--- config.mk ---
export PLATFORM = sky130hd
export DESIGN_NAME = hash_chain_set_lookup
export DESIGN_NICKNAME = d
export VERILOG_FILES = /design/src/rtl/hcl_pkg.sv /design/src/rtl/hcl_ram.sv /design/src/rtl/hcl_front.sv /design/src/rtl/hcl_queue.sv /design/src/rtl/hcl_back.sv /design/src/rtl/hash_chain_set_lookup.sv
export SDC_FILE = /design/constraint.sdc
export NUM_CORES = 2
export LEC_CHECK = 0
export ABC_AREA = 1
export CAP_MARGIN = 25
export CORE_MARGIN = 2
export CORE_UTILIZATION = 55
export DETAILED_ROUTE_END_ITERATION = 7
export DONT_BUFFER_PORTS = 1
export HOLD_SLACK_MARGIN = 0.02
export PLACE_DENSITY_LB_ADDON = 0.2
export SYNTH_ARGS = -nofsm -noshare
export SYNTH_HDL_FRONTEND = slang
export SYNTH_SLANG_ARGS = --single-unit
export TNS_END_PERCENT = 10
--- constraint.sdc ---
create_clock -name clk -period 4.6 [get_ports clk]
set_clock_uncertainty 0.05 [all_clocks]
set_input_delay 0.92 -clock clk [delete_from_list [all_inputs] [get_ports clk]]
set_output_delay 0.92 -clock clk [all_outputs]
set_load 0.05 [all_outputs]
--- src/rtl/hcl_pkg.sv ---
// ----------------------------------------------------------------------------
// hcl_pkg
// Shared constants, codes and state types of the hash chain set lookup.
// ----------------------------------------------------------------------------
package hcl_pkg;

    localparam int KEY_W        = 31;
    localparam int BUCKETS_DEF  = 10;
    localparam int POOL_DEF     = 64;
    localparam int STEP_BITS    = 4;
    localparam int REDUCE_STEPS = (KEY_W + STEP_BITS - 1) / STEP_BITS;

    localparam logic REQ_INSERT  = 1'b0;
    localparam logic REQ_SEARCH  = 1'b1;
    localparam logic STAT_OK     = 1'b0;
    localparam logic STAT_FULL   = 1'b1;

    typedef enum logic [1:0] {
        F_IDLE,
        F_REDUCE,
        F_PUSH
    } front_state_t;

    typedef enum logic [2:0] {
        B_CLEAR,
        B_IDLE,
        B_HEAD,
        B_WALK,
        B_RESP
    } back_state_t;

endpackage

--- src/rtl/hcl_ram.sv ---
// ----------------------------------------------------------------------------
// hcl_ram
// Generic single write port, single read port RAM with registered read data.
// ----------------------------------------------------------------------------
module hcl_ram #(
    parameter int WIDTH = 8,
    parameter int DEPTH = 16,
    parameter int AW    = (DEPTH > 1) ? $clog2(DEPTH) : 1
) (
    input  logic             clk,
    input  logic             wr_en,
    input  logic [AW-1:0]    wr_addr,
    input  logic [WIDTH-1:0] wr_data,
    input  logic             rd_en,
    input  logic [AW-1:0]    rd_addr,
    output logic [WIDTH-1:0] rd_data
);

    logic [WIDTH-1:0] mem_reg [DEPTH];
    logic [WIDTH-1:0] rd_data_reg;

    always_ff @(posedge clk)
    begin
        if (wr_en)
        begin
            mem_reg[wr_addr] <= wr_data;
        end
        if (rd_en)
        begin
            rd_data_reg <= mem_reg[rd_addr];
        end
    end

    assign rd_data = rd_data_reg;

endmodule

--- src/rtl/hcl_front.sv ---
// ----------------------------------------------------------------------------
// hcl_front
// Accepts requests and computes the bucket of the key, four key bits a cycle.
// ----------------------------------------------------------------------------
module hcl_front #(
    parameter int BUCKETS = hcl_pkg::BUCKETS_DEF,
    parameter int BW      = $clog2(BUCKETS),
    parameter int QW      = 1 + hcl_pkg::KEY_W + BW
) (
    input  logic                     clk,
    input  logic                     rst_n,
    input  logic                     init_done,
    input  logic                     in_valid,
    output logic                     in_ready,
    input  logic                     req_type,
    input  logic [hcl_pkg::KEY_W-1:0] key,
    output logic                     push_valid,
    input  logic                     push_ready,
    output logic [QW-1:0]            push_data
);

    localparam int PW = hcl_pkg::REDUCE_STEPS * hcl_pkg::STEP_BITS;
    localparam int CW = (hcl_pkg::REDUCE_STEPS > 1) ? $clog2(hcl_pkg::REDUCE_STEPS) : 1;
    localparam logic [BW:0]   BUCKETS_W = (BW + 1)'(BUCKETS);
    localparam logic [CW-1:0] LAST_STEP = CW'(hcl_pkg::REDUCE_STEPS - 1);

    hcl_pkg::front_state_t state_reg, state_next;

    logic                      req_reg;
    logic [hcl_pkg::KEY_W-1:0] key_reg;
    logic [PW-1:0]             shift_reg, shift_next;
    logic [BW-1:0]             rem_reg, rem_next;
    logic [CW-1:0]             cnt_reg, cnt_next;
    logic [BW-1:0]             rem_step;
    logic                      accept;

    assign accept = in_valid && in_ready;

    always_comb
    begin
        logic [BW:0] r;
        r = {1'b0, rem_reg};
        for (int i = 0; i < hcl_pkg::STEP_BITS; i++)
        begin
            r = {r[BW-1:0], shift_reg[PW-1-i]};
            if (r >= BUCKETS_W)
            begin
                r = r - BUCKETS_W;
            end
        end
        rem_step = r[BW-1:0];
    end

    always_comb
    begin
        state_next = state_reg;
        case (state_reg)
            hcl_pkg::F_IDLE:
            begin
                if (accept)
                begin
                    state_next = hcl_pkg::F_REDUCE;
                end
            end
            hcl_pkg::F_REDUCE:
            begin
                if (cnt_reg == LAST_STEP)
                begin
                    state_next = hcl_pkg::F_PUSH;
                end
            end
            hcl_pkg::F_PUSH:
            begin
                if (push_ready)
                begin
                    state_next = hcl_pkg::F_IDLE;
                end
            end
            default:
            begin
                state_next = hcl_pkg::F_IDLE;
            end
        endcase
    end

    always_comb
    begin
        in_ready   = 1'b0;
        push_valid = 1'b0;
        shift_next = shift_reg;
        rem_next   = rem_reg;
        cnt_next   = cnt_reg;
        case (state_reg)
            hcl_pkg::F_IDLE:
            begin
                in_ready   = init_done;
                shift_next = {{(PW - hcl_pkg::KEY_W){1'b0}}, key};
                rem_next   = '0;
                cnt_next   = '0;
            end
            hcl_pkg::F_REDUCE:
            begin
                shift_next = shift_reg << hcl_pkg::STEP_BITS;
                rem_next   = rem_step;
                cnt_next   = cnt_reg + 1'b1;
            end
            hcl_pkg::F_PUSH:
            begin
                push_valid = 1'b1;
            end
            default:
            begin
                in_ready = 1'b0;
            end
        endcase
    end

    always_ff @(posedge clk or negedge rst_n)
    begin
        if (!rst_n)
        begin
            state_reg <= hcl_pkg::F_IDLE;
        end
        else
        begin
            state_reg <= state_next;
        end
    end

    always_ff @(posedge clk)
    begin
        shift_reg <= shift_next;
        rem_reg   <= rem_next;
        cnt_reg   <= cnt_next;
        if (accept)
        begin
            req_reg <= req_type;
            key_reg <= key;
        end
    end

    assign push_data = {req_reg, key_reg, rem_reg};

endmodule

--- src/rtl/hcl_queue.sv ---
// ----------------------------------------------------------------------------
// hcl_queue
// Two-entry request queue between the front and the back.
// ----------------------------------------------------------------------------
module hcl_queue #(
    parameter int WIDTH = 8
) (
    input  logic             clk,
    input  logic             rst_n,
    input  logic             push_valid,
    output logic             push_ready,
    input  logic [WIDTH-1:0] push_data,
    output logic             pop_valid,
    input  logic             pop_ready,
    output logic [WIDTH-1:0] pop_data
);

    localparam int DEPTH = 2;

    logic [WIDTH-1:0] entry_reg [DEPTH];
    logic             wr_ptr_reg;
    logic             rd_ptr_reg;
    logic [1:0]       count_reg;
    logic             do_push;
    logic             do_pop;

    assign push_ready = (count_reg != 2'(DEPTH));
    assign pop_valid  = (count_reg != 2'd0);
    assign pop_data   = entry_reg[rd_ptr_reg];
    assign do_push    = push_valid && push_ready;
    assign do_pop     = pop_valid && pop_ready;

    always_ff @(posedge clk or negedge rst_n)
    begin
        if (!rst_n)
        begin
            wr_ptr_reg <= 1'b0;
            rd_ptr_reg <= 1'b0;
            count_reg  <= 2'd0;
        end
        else
        begin
            if (do_push)
            begin
                wr_ptr_reg <= ~wr_ptr_reg;
            end
            if (do_pop)
            begin
                rd_ptr_reg <= ~rd_ptr_reg;
            end
            if (do_push && !do_pop)
            begin
                count_reg <= count_reg + 2'd1;
            end
            else if (do_pop && !do_push)
            begin
                count_reg <= count_reg - 2'd1;
            end
        end
    end

    always_ff @(posedge clk)
    begin
        if (do_push)
        begin
            entry_reg[wr_ptr_reg] <= push_data;
        end
    end

endmodule

--- src/rtl/hcl_back.sv ---
// ----------------------------------------------------------------------------
// hcl_back
// Executes inserts and chain walks on the bucket head and node memories.
// ----------------------------------------------------------------------------
module hcl_back #(
    parameter int BUCKETS      = hcl_pkg::BUCKETS_DEF,
    parameter int POOL_ENTRIES = hcl_pkg::POOL_DEF,
    parameter int BW           = $clog2(BUCKETS),
    parameter int QW           = 1 + hcl_pkg::KEY_W + BW
) (
    input  logic          clk,
    input  logic          rst_n,
    input  logic          q_valid,
    output logic          q_ready,
    input  logic [QW-1:0] q_data,
    output logic          init_done,
    output logic          out_valid,
    input  logic          out_ready,
    output logic          found,
    output logic          status
);

    localparam int KW = hcl_pkg::KEY_W;
    localparam int LW = $clog2(POOL_ENTRIES + 1);
    localparam int NW = (POOL_ENTRIES > 1) ? $clog2(POOL_ENTRIES) : 1;
    localparam logic [LW-1:0] POOL_W      = LW'(POOL_ENTRIES);
    localparam logic [BW-1:0] LAST_BUCKET = BW'(BUCKETS - 1);

    hcl_pkg::back_state_t state_reg, state_next;

    logic [BW-1:0] clr_cnt_reg, clr_cnt_next;
    logic          req_reg, req_next;
    logic [KW-1:0] key_reg, key_next;
    logic [BW-1:0] bucket_reg, bucket_next;
    logic [LW-1:0] used_reg, used_next;
    logic [LW-1:0] steps_reg, steps_next;
    logic          res_found_reg, res_found_next;
    logic          res_status_reg, res_status_next;
    logic          out_valid_reg, out_valid_next;
    logic          found_reg, found_next;
    logic          status_reg, status_next;

    logic          q_req;
    logic [KW-1:0] q_key;
    logic [BW-1:0] q_bucket;
    logic          pop;

    logic          head_wr_en;
    logic [BW-1:0] head_wr_addr;
    logic [LW-1:0] head_wr_data;
    logic          head_rd_en;
    logic [LW-1:0] head_rd_data;

    logic           node_wr_en;
    logic [KW+LW-1:0] node_wr_data;
    logic           node_rd_en;
    logic [NW-1:0]  node_rd_addr;
    logic [KW+LW-1:0] node_rd_data;
    logic [KW-1:0]  node_key;
    logic [LW-1:0]  node_link;
    logic [LW-1:0]  link_dec;
    logic [LW-1:0]  steps_inc;
    logic           out_free;

    assign q_req    = q_data[QW-1];
    assign q_key    = q_data[QW-2 -: KW];
    assign q_bucket = q_data[BW-1:0];
    assign pop      = q_valid && q_ready;

    assign node_key  = node_rd_data[KW+LW-1:LW];
    assign node_link = node_rd_data[LW-1:0];
    assign steps_inc = steps_reg + 1'b1;
    assign out_free  = !out_valid_reg || out_ready;

    always_comb
    begin
        state_next = state_reg;
        case (state_reg)
            hcl_pkg::B_CLEAR:
            begin
                if (clr_cnt_reg == LAST_BUCKET)
                begin
                    state_next = hcl_pkg::B_IDLE;
                end
            end
            hcl_pkg::B_IDLE:
            begin
                if (q_valid)
                begin
                    if (q_req == hcl_pkg::REQ_INSERT && used_reg == POOL_W)
                    begin
                        state_next = hcl_pkg::B_RESP;
                    end
                    else
                    begin
                        state_next = hcl_pkg::B_HEAD;
                    end
                end
            end
            hcl_pkg::B_HEAD:
            begin
                if (req_reg == hcl_pkg::REQ_INSERT || head_rd_data == '0
                    || head_rd_data > used_reg)
                begin
                    state_next = hcl_pkg::B_RESP;
                end
                else
                begin
                    state_next = hcl_pkg::B_WALK;
                end
            end
            hcl_pkg::B_WALK:
            begin
                if (node_key == key_reg || node_link == '0 || node_link > used_reg
                    || steps_inc >= used_reg)
                begin
                    state_next = hcl_pkg::B_RESP;
                end
            end
            hcl_pkg::B_RESP:
            begin
                if (out_free)
                begin
                    state_next = hcl_pkg::B_IDLE;
                end
            end
            default:
            begin
                state_next = hcl_pkg::B_IDLE;
            end
        endcase
    end

    always_comb
    begin
        q_ready         = 1'b0;
        head_wr_en      = 1'b0;
        head_wr_addr    = bucket_reg;
        head_wr_data    = used_reg + 1'b1;
        head_rd_en      = 1'b0;
        node_wr_en      = 1'b0;
        node_wr_data    = {key_reg, head_rd_data};
        node_rd_en      = 1'b0;
        link_dec        = head_rd_data - 1'b1;
        clr_cnt_next    = clr_cnt_reg;
        req_next        = req_reg;
        key_next        = key_reg;
        bucket_next     = bucket_reg;
        used_next       = used_reg;
        steps_next      = steps_reg;
        res_found_next  = res_found_reg;
        res_status_next = res_status_reg;
        out_valid_next  = out_valid_reg && !out_ready;
        found_next      = found_reg;
        status_next     = status_reg;
        case (state_reg)
            hcl_pkg::B_CLEAR:
            begin
                head_wr_en   = 1'b1;
                head_wr_addr = clr_cnt_reg;
                head_wr_data = '0;
                clr_cnt_next = clr_cnt_reg + 1'b1;
            end
            hcl_pkg::B_IDLE:
            begin
                q_ready         = 1'b1;
                head_rd_en      = pop;
                req_next        = q_req;
                key_next        = q_key;
                bucket_next     = q_bucket;
                res_found_next  = 1'b0;
                res_status_next = (q_req == hcl_pkg::REQ_INSERT && used_reg == POOL_W)
                                  ? hcl_pkg::STAT_FULL : hcl_pkg::STAT_OK;
            end
            hcl_pkg::B_HEAD:
            begin
                if (req_reg == hcl_pkg::REQ_INSERT)
                begin
                    head_wr_en = 1'b1;
                    node_wr_en = 1'b1;
                    used_next  = used_reg + 1'b1;
                end
                else
                begin
                    node_rd_en = (head_rd_data != '0) && (head_rd_data <= used_reg);
                    steps_next = '0;
                end
            end
            hcl_pkg::B_WALK:
            begin
                link_dec = node_link - 1'b1;
                if (node_key == key_reg)
                begin
                    res_found_next = 1'b1;
                end
                else
                begin
                    node_rd_en = (node_link != '0) && (node_link <= used_reg)
                                 && (steps_inc < used_reg);
                    steps_next = steps_inc;
                end
            end
            hcl_pkg::B_RESP:
            begin
                if (out_free)
                begin
                    out_valid_next = 1'b1;
                    found_next     = res_found_reg;
                    status_next    = res_status_reg;
                end
            end
            default:
            begin
                q_ready = 1'b0;
            end
        endcase
    end

    assign node_rd_addr = link_dec[NW-1:0];

    always_ff @(posedge clk or negedge rst_n)
    begin
        if (!rst_n)
        begin
            state_reg     <= hcl_pkg::B_CLEAR;
            clr_cnt_reg   <= '0;
            used_reg      <= '0;
            out_valid_reg <= 1'b0;
        end
        else
        begin
            state_reg     <= state_next;
            clr_cnt_reg   <= clr_cnt_next;
            used_reg      <= used_next;
            out_valid_reg <= out_valid_next;
        end
    end

    always_ff @(posedge clk)
    begin
        req_reg        <= req_next;
        key_reg        <= key_next;
        bucket_reg     <= bucket_next;
        steps_reg      <= steps_next;
        res_found_reg  <= res_found_next;
        res_status_reg <= res_status_next;
        found_reg      <= found_next;
        status_reg     <= status_next;
    end

    hcl_ram #(
        .WIDTH (LW),
        .DEPTH (BUCKETS)
    ) u_head_ram (
        .clk     (clk),
        .wr_en   (head_wr_en),
        .wr_addr (head_wr_addr),
        .wr_data (head_wr_data),
        .rd_en   (head_rd_en),
        .rd_addr (q_bucket),
        .rd_data (head_rd_data)
    );

    hcl_ram #(
        .WIDTH (KW + LW),
        .DEPTH (POOL_ENTRIES)
    ) u_node_ram (
        .clk     (clk),
        .wr_en   (node_wr_en),
        .wr_addr (used_reg[NW-1:0]),
        .wr_data (node_wr_data),
        .rd_en   (node_rd_en),
        .rd_addr (node_rd_addr),
        .rd_data (node_rd_data)
    );

    assign init_done = (state_reg != hcl_pkg::B_CLEAR);
    assign out_valid = out_valid_reg;
    assign found     = found_reg;
    assign status    = status_reg;

endmodule

--- src/rtl/hash_chain_set_lookup.sv ---
// ----------------------------------------------------------------------------
// hash_chain_set_lookup
// Hash set with separate chaining over a fixed pool of nodes.
// ----------------------------------------------------------------------------
// Each request inserts a key or searches for it, and gives exactly one result.
// The front takes a request and reduces the key modulo BUCKETS four bits a
// cycle, and takes no new request until it has pushed the last one on. A
// two-entry queue then hands it to the back, which reads the bucket head and
// writes the node for an insert, answers an insert dropped because the pool is
// full without writing, and walks n chain nodes on a search, one node memory read per node. The
// sustained rate is the slower of the two parts. After reset the bucket head
// memory is cleared in a pass over all BUCKETS entries, during which no request is
// taken. An insert into a full pool changes nothing and reports status 1.
module hash_chain_set_lookup #(
    parameter int BUCKETS      = hcl_pkg::BUCKETS_DEF,
    parameter int POOL_ENTRIES = hcl_pkg::POOL_DEF
) (
    input  logic                      clk,
    input  logic                      rst_n,
    input  logic                      in_valid,
    output logic                      in_ready,
    input  logic                      req_type,
    input  logic [hcl_pkg::KEY_W-1:0] key,
    output logic                      out_valid,
    input  logic                      out_ready,
    output logic                      found,
    output logic                      status
);

    localparam int BW = $clog2(BUCKETS);
    localparam int QW = 1 + hcl_pkg::KEY_W + BW;

    logic          init_done;
    logic          push_valid;
    logic          push_ready;
    logic [QW-1:0] push_data;
    logic          q_valid;
    logic          q_ready;
    logic [QW-1:0] q_data;

    hcl_front #(
        .BUCKETS (BUCKETS),
        .BW      (BW),
        .QW      (QW)
    ) u_front (
        .clk        (clk),
        .rst_n      (rst_n),
        .init_done  (init_done),
        .in_valid   (in_valid),
        .in_ready   (in_ready),
        .req_type   (req_type),
        .key        (key),
        .push_valid (push_valid),
        .push_ready (push_ready),
        .push_data  (push_data)
    );

    hcl_queue #(
        .WIDTH (QW)
    ) u_queue (
        .clk        (clk),
        .rst_n      (rst_n),
        .push_valid (push_valid),
        .push_ready (push_ready),
        .push_data  (push_data),
        .pop_valid  (q_valid),
        .pop_ready  (q_ready),
        .pop_data   (q_data)
    );

    hcl_back #(
        .BUCKETS      (BUCKETS),
        .POOL_ENTRIES (POOL_ENTRIES),
        .BW           (BW),
        .QW           (QW)
    ) u_back (
        .clk       (clk),
        .rst_n     (rst_n),
        .q_valid   (q_valid),
        .q_ready   (q_ready),
        .q_data    (q_data),
        .init_done (init_done),
        .out_valid (out_valid),
        .out_ready (out_ready),
        .found     (found),
        .status    (status)
    );

endmodule

==> impl_metrics.tcl <==
set metrics [dict create \
    outcome "complete, no violations" \
    final_common_cell "edfxtp_1" \
    num_rows 162 \
    syn_to_final_growth_pct 12.6 \
    min_path_cells 2 \
    grt_overflow 0 \
    die_h_microns 448 \
    critPathArrivalTime_ns 5.13 \
    p_int_mw 56.6 \
    viasPerCell 6.45 \
    p_clk_frac 0.222 \
    hp-class "input pin to flop" \
    antenna_found_initial 6 \
    syn_inst 8040 \
    cp_max_fo 45 \
    fmax_mhz 228 \
    drv_cap 0 \
    grt_pass1_wl_microns 444000 \
    p_leak_nw 39.2 \
    synth_top_area_cell "edfxtp_1" \
    ir_worst_vdd_mv 1.22 \
    worst_setup_path_start_kind "flop" \
    start_util 0.555 \
    hold_violations 0 \
    numPortBuffers 0 \
    setup-tns-final_ns 0 \
    core-area_sq_mm 0.195 \
    postRouteAntennaNets 0 \
    ys_seq_elements 2758 \
    grt_pass1_vias 66781 \
    dr.pass1.iters 6 \
    power_density_mw_per_mm2 802 \
    synth_cell_type_count 48 \
    synthArstFlopShare 0.00761 \
    design.die.area_sq_mm 0.201 \
    fin_crit_ns 4.39 \
    tightest_slew_ns 1.14 \
    routed_wl_microns 306000 \
    synth_ff_type "edfxtp_1" \
    htreeDepth 5 \
    critical_path_class "flop to flop" \
    synth_top_area_share 0.759 \
    synth_area_sq_mm 0.108 \
    crit_required_ns 5.33 \
    p_switching_mw 41.2 \
    whs_ns 0.125 \
    io_pins 40 \
    final_cell_mix "edfxtp_1, o21ai_0, nor2_1" \
    place_hpwl_microns 162000 \
    grt_max_degree 190 \
    vias 70355 \
    gp_routability_congestion 0.834 \
    rsz0062_at_grt "false" \
    cts-root-buf "clkbuf_16" \
    drive_gt1_frac 0.0891 \
    insertion_delay_ns 0.95 \
    yosysWarnings 0 \
    clock_sinks 2758 \
    die_x_microns 448 \
    cp-end-kind "flop" \
    yosysSeqAreaShare 0.763 \
    switching_share 0.421 \
    drc 0 \
    maxSlewHeadroom 0.242 \
    pwr-share-seq 0.331 \
    nets 8165 \
    finalCritPeriodShare 0.955 \
    fillerInstances 14387 \
    synth_edf_count 2737 \
    drtIter0Drc 10447 \
    synth_area_leaders "edfxtp_1, o21ai_0, nor2_1" \
    cts-resized-gates 0 \
    track_usage 0.303 \
    synth_area_per_cell_sq_um 13.5 \
    power_frac_comb 0.447 \
    synth_nets 8110 \
    setup_viol 0 \
    wl_per_cell_microns 28.1 \
    maxSlewViolCount 0 \
    cts_tree "done" \
    clk_pin_slew_ns 0.06 \
    reg2reg_depth 13 \
    clk_path_buf_depth 4 \
    cts_buffers 290 \
    largest_reg_flops 2432 \
]
[cells in the mapped netlist (2+ instances only)]
| master | instances |
|---|---|
| a211oi_1 | 3 |
| a21o_1 | 2 |
| a21oi_1 | 50 |
| buf_1 | 20 |
| buf_2 | 102 |
| buf_4 | 6 |
| clkbuf_1 | 433 |
| clkinv_1 | 3 |
| dfrtp_1 | 21 |
| edfxtp_1 | 2737 |
| ha_1 | 34 |
| inv_1 | 85 |
| inv_2 | 7 |
| mux2i_1 | 2 |
| nand2_1 | 293 |
| nand3_1 | 155 |
| nand3b_1 | 2 |
| nand4_1 | 8 |
| nor2_1 | 1517 |
| nor3_1 | 9 |
| nor4_1 | 7 |
| o211ai_1 | 90 |
| o21ai_0 | 1484 |
| o21ai_1 | 92 |
| o21ai_2 | 2 |
| o21bai_1 | 152 |
| o221ai_1 | 38 |
| o22ai_1 | 608 |
| o31ai_1 | 8 |
| o32ai_1 | 7 |
| or2_2 | 6 |
| xnor2_1 | 16 |
| xor2_1 | 26 |
[layout make-up]
cell class | instances | area, sq um | area share
clock inverters | 101 | 792 | 0.00649
inverters | 96 | 393 | 0.00322
diodes | 1 | 2.50 | 0.0000205
well taps | 2624 | 3280 | 0.0269
multi-input cells | 4624 | 23600 | 0.193
clock buffers | 382 | 7760 | 0.0636
repair buffers | 325 | 3450 | 0.0283
flip-flops and latches | 2758 | 82700 | 0.678
[metal layers]
metal | track usage | part of all wire
met3 | 0.0559 | 0.12
met1 | 0.428 | 0.38
met5 | 0 | 0.000088
met4 | 0.112 | 0.038
met2 | 0.474 | 0.46
[metrics by stage]
stage	power (mW)	cells	util	worst slack, ns	instance area, sq um
6_report	97.8	10911	0.624	0.205	122000
5_1_grt	102	10910	0.624	0.252	122000
4_1_cts	96.9	10907	0.624	0.351	122000
3_5_place_dp	75.4	10390	0.578	0.369	113000
3_3_place_gp	74.7	10389	0.578	0.410	113000
2_1_floorplan	58.6	8040	-	0.589	108000
[worst max-delay path, cell delays in order, from the launching register on]
cell and delay (ns):
dfrtp_1 0.43, inv_2 0.07, nand2_2 0.13, nor2_8 0.07, inv_4 0.18, mux2i_1 0.43
nand3_2 0.21, xnor2_4 0.31, inv_6 0.22, buf_4 0.69, o21ai_0 0.19, o211ai_1 0.60
nand3_1 0.46, nand2_1 0.16
[timing repair]
item | CTS | global route
endpoints found under the setup margin | 0 | 0
endpoints found under the hold margin | 54 | 0
buffers inserted | 0 | 0
hold buffers | 34 | 0
[power groups by stage]
stage	Clock (mW)	Sequential, mW	Combinational (mW)
floorplan	0	34.1	24.5
global placement	0	32.9	41.8
detailed placement	0	32.9	42.5
CTS	21.8	32.4	42.8
global route	22.8	32.4	46.8
finish	21.7	32.4	43.7
[path summary, 6_finish.rpt]
| path | start | to | slack [ns] |
|---|---|---|---|
| setup / recovery | u_back.state_reg[2] | u_back.u_node_ram.rd_data[13] | 0.21 |
| hold / removal | key[13] | u_front.shift_reg[13] | 0.12 |
| setup reg to reg | u_back.state_reg[2] | u_back.u_node_ram.rd_data[13] | 0.21 |
| hold reg to reg | u_front.key_reg[12] | u_queue.entry_reg[0][16] | 0.39 |
| max in group asynchronous | rst_n | u_back.used_reg[4] | 3.79 |
| min in group asynchronous | rst_n | u_queue.count_reg[1] | 0.29 |
[logic make-up (layout without fill, tap and decap cells)]
kind of cell / after synthesis / in the layout / share of synthesized area
AO/OA/AOI/OAI: 2540 / 2540 / 0.132
XOR/XNOR: 44 / 44 / 0.00390
adder cells (fa/ha/maj): 34 / 34 / 0.00393
buffers and inverters: 658 / 904 / 0.0243
flip-flops: 2758 / 2758 / 0.763
multiplexers: 3 / 3 / 0.000393
other: 0 / 1 / 0
AND/OR/NAND/NOR: 2003 / 2003 / 0.0721
No activity file was read; power rests on OpenSTA's default activity.
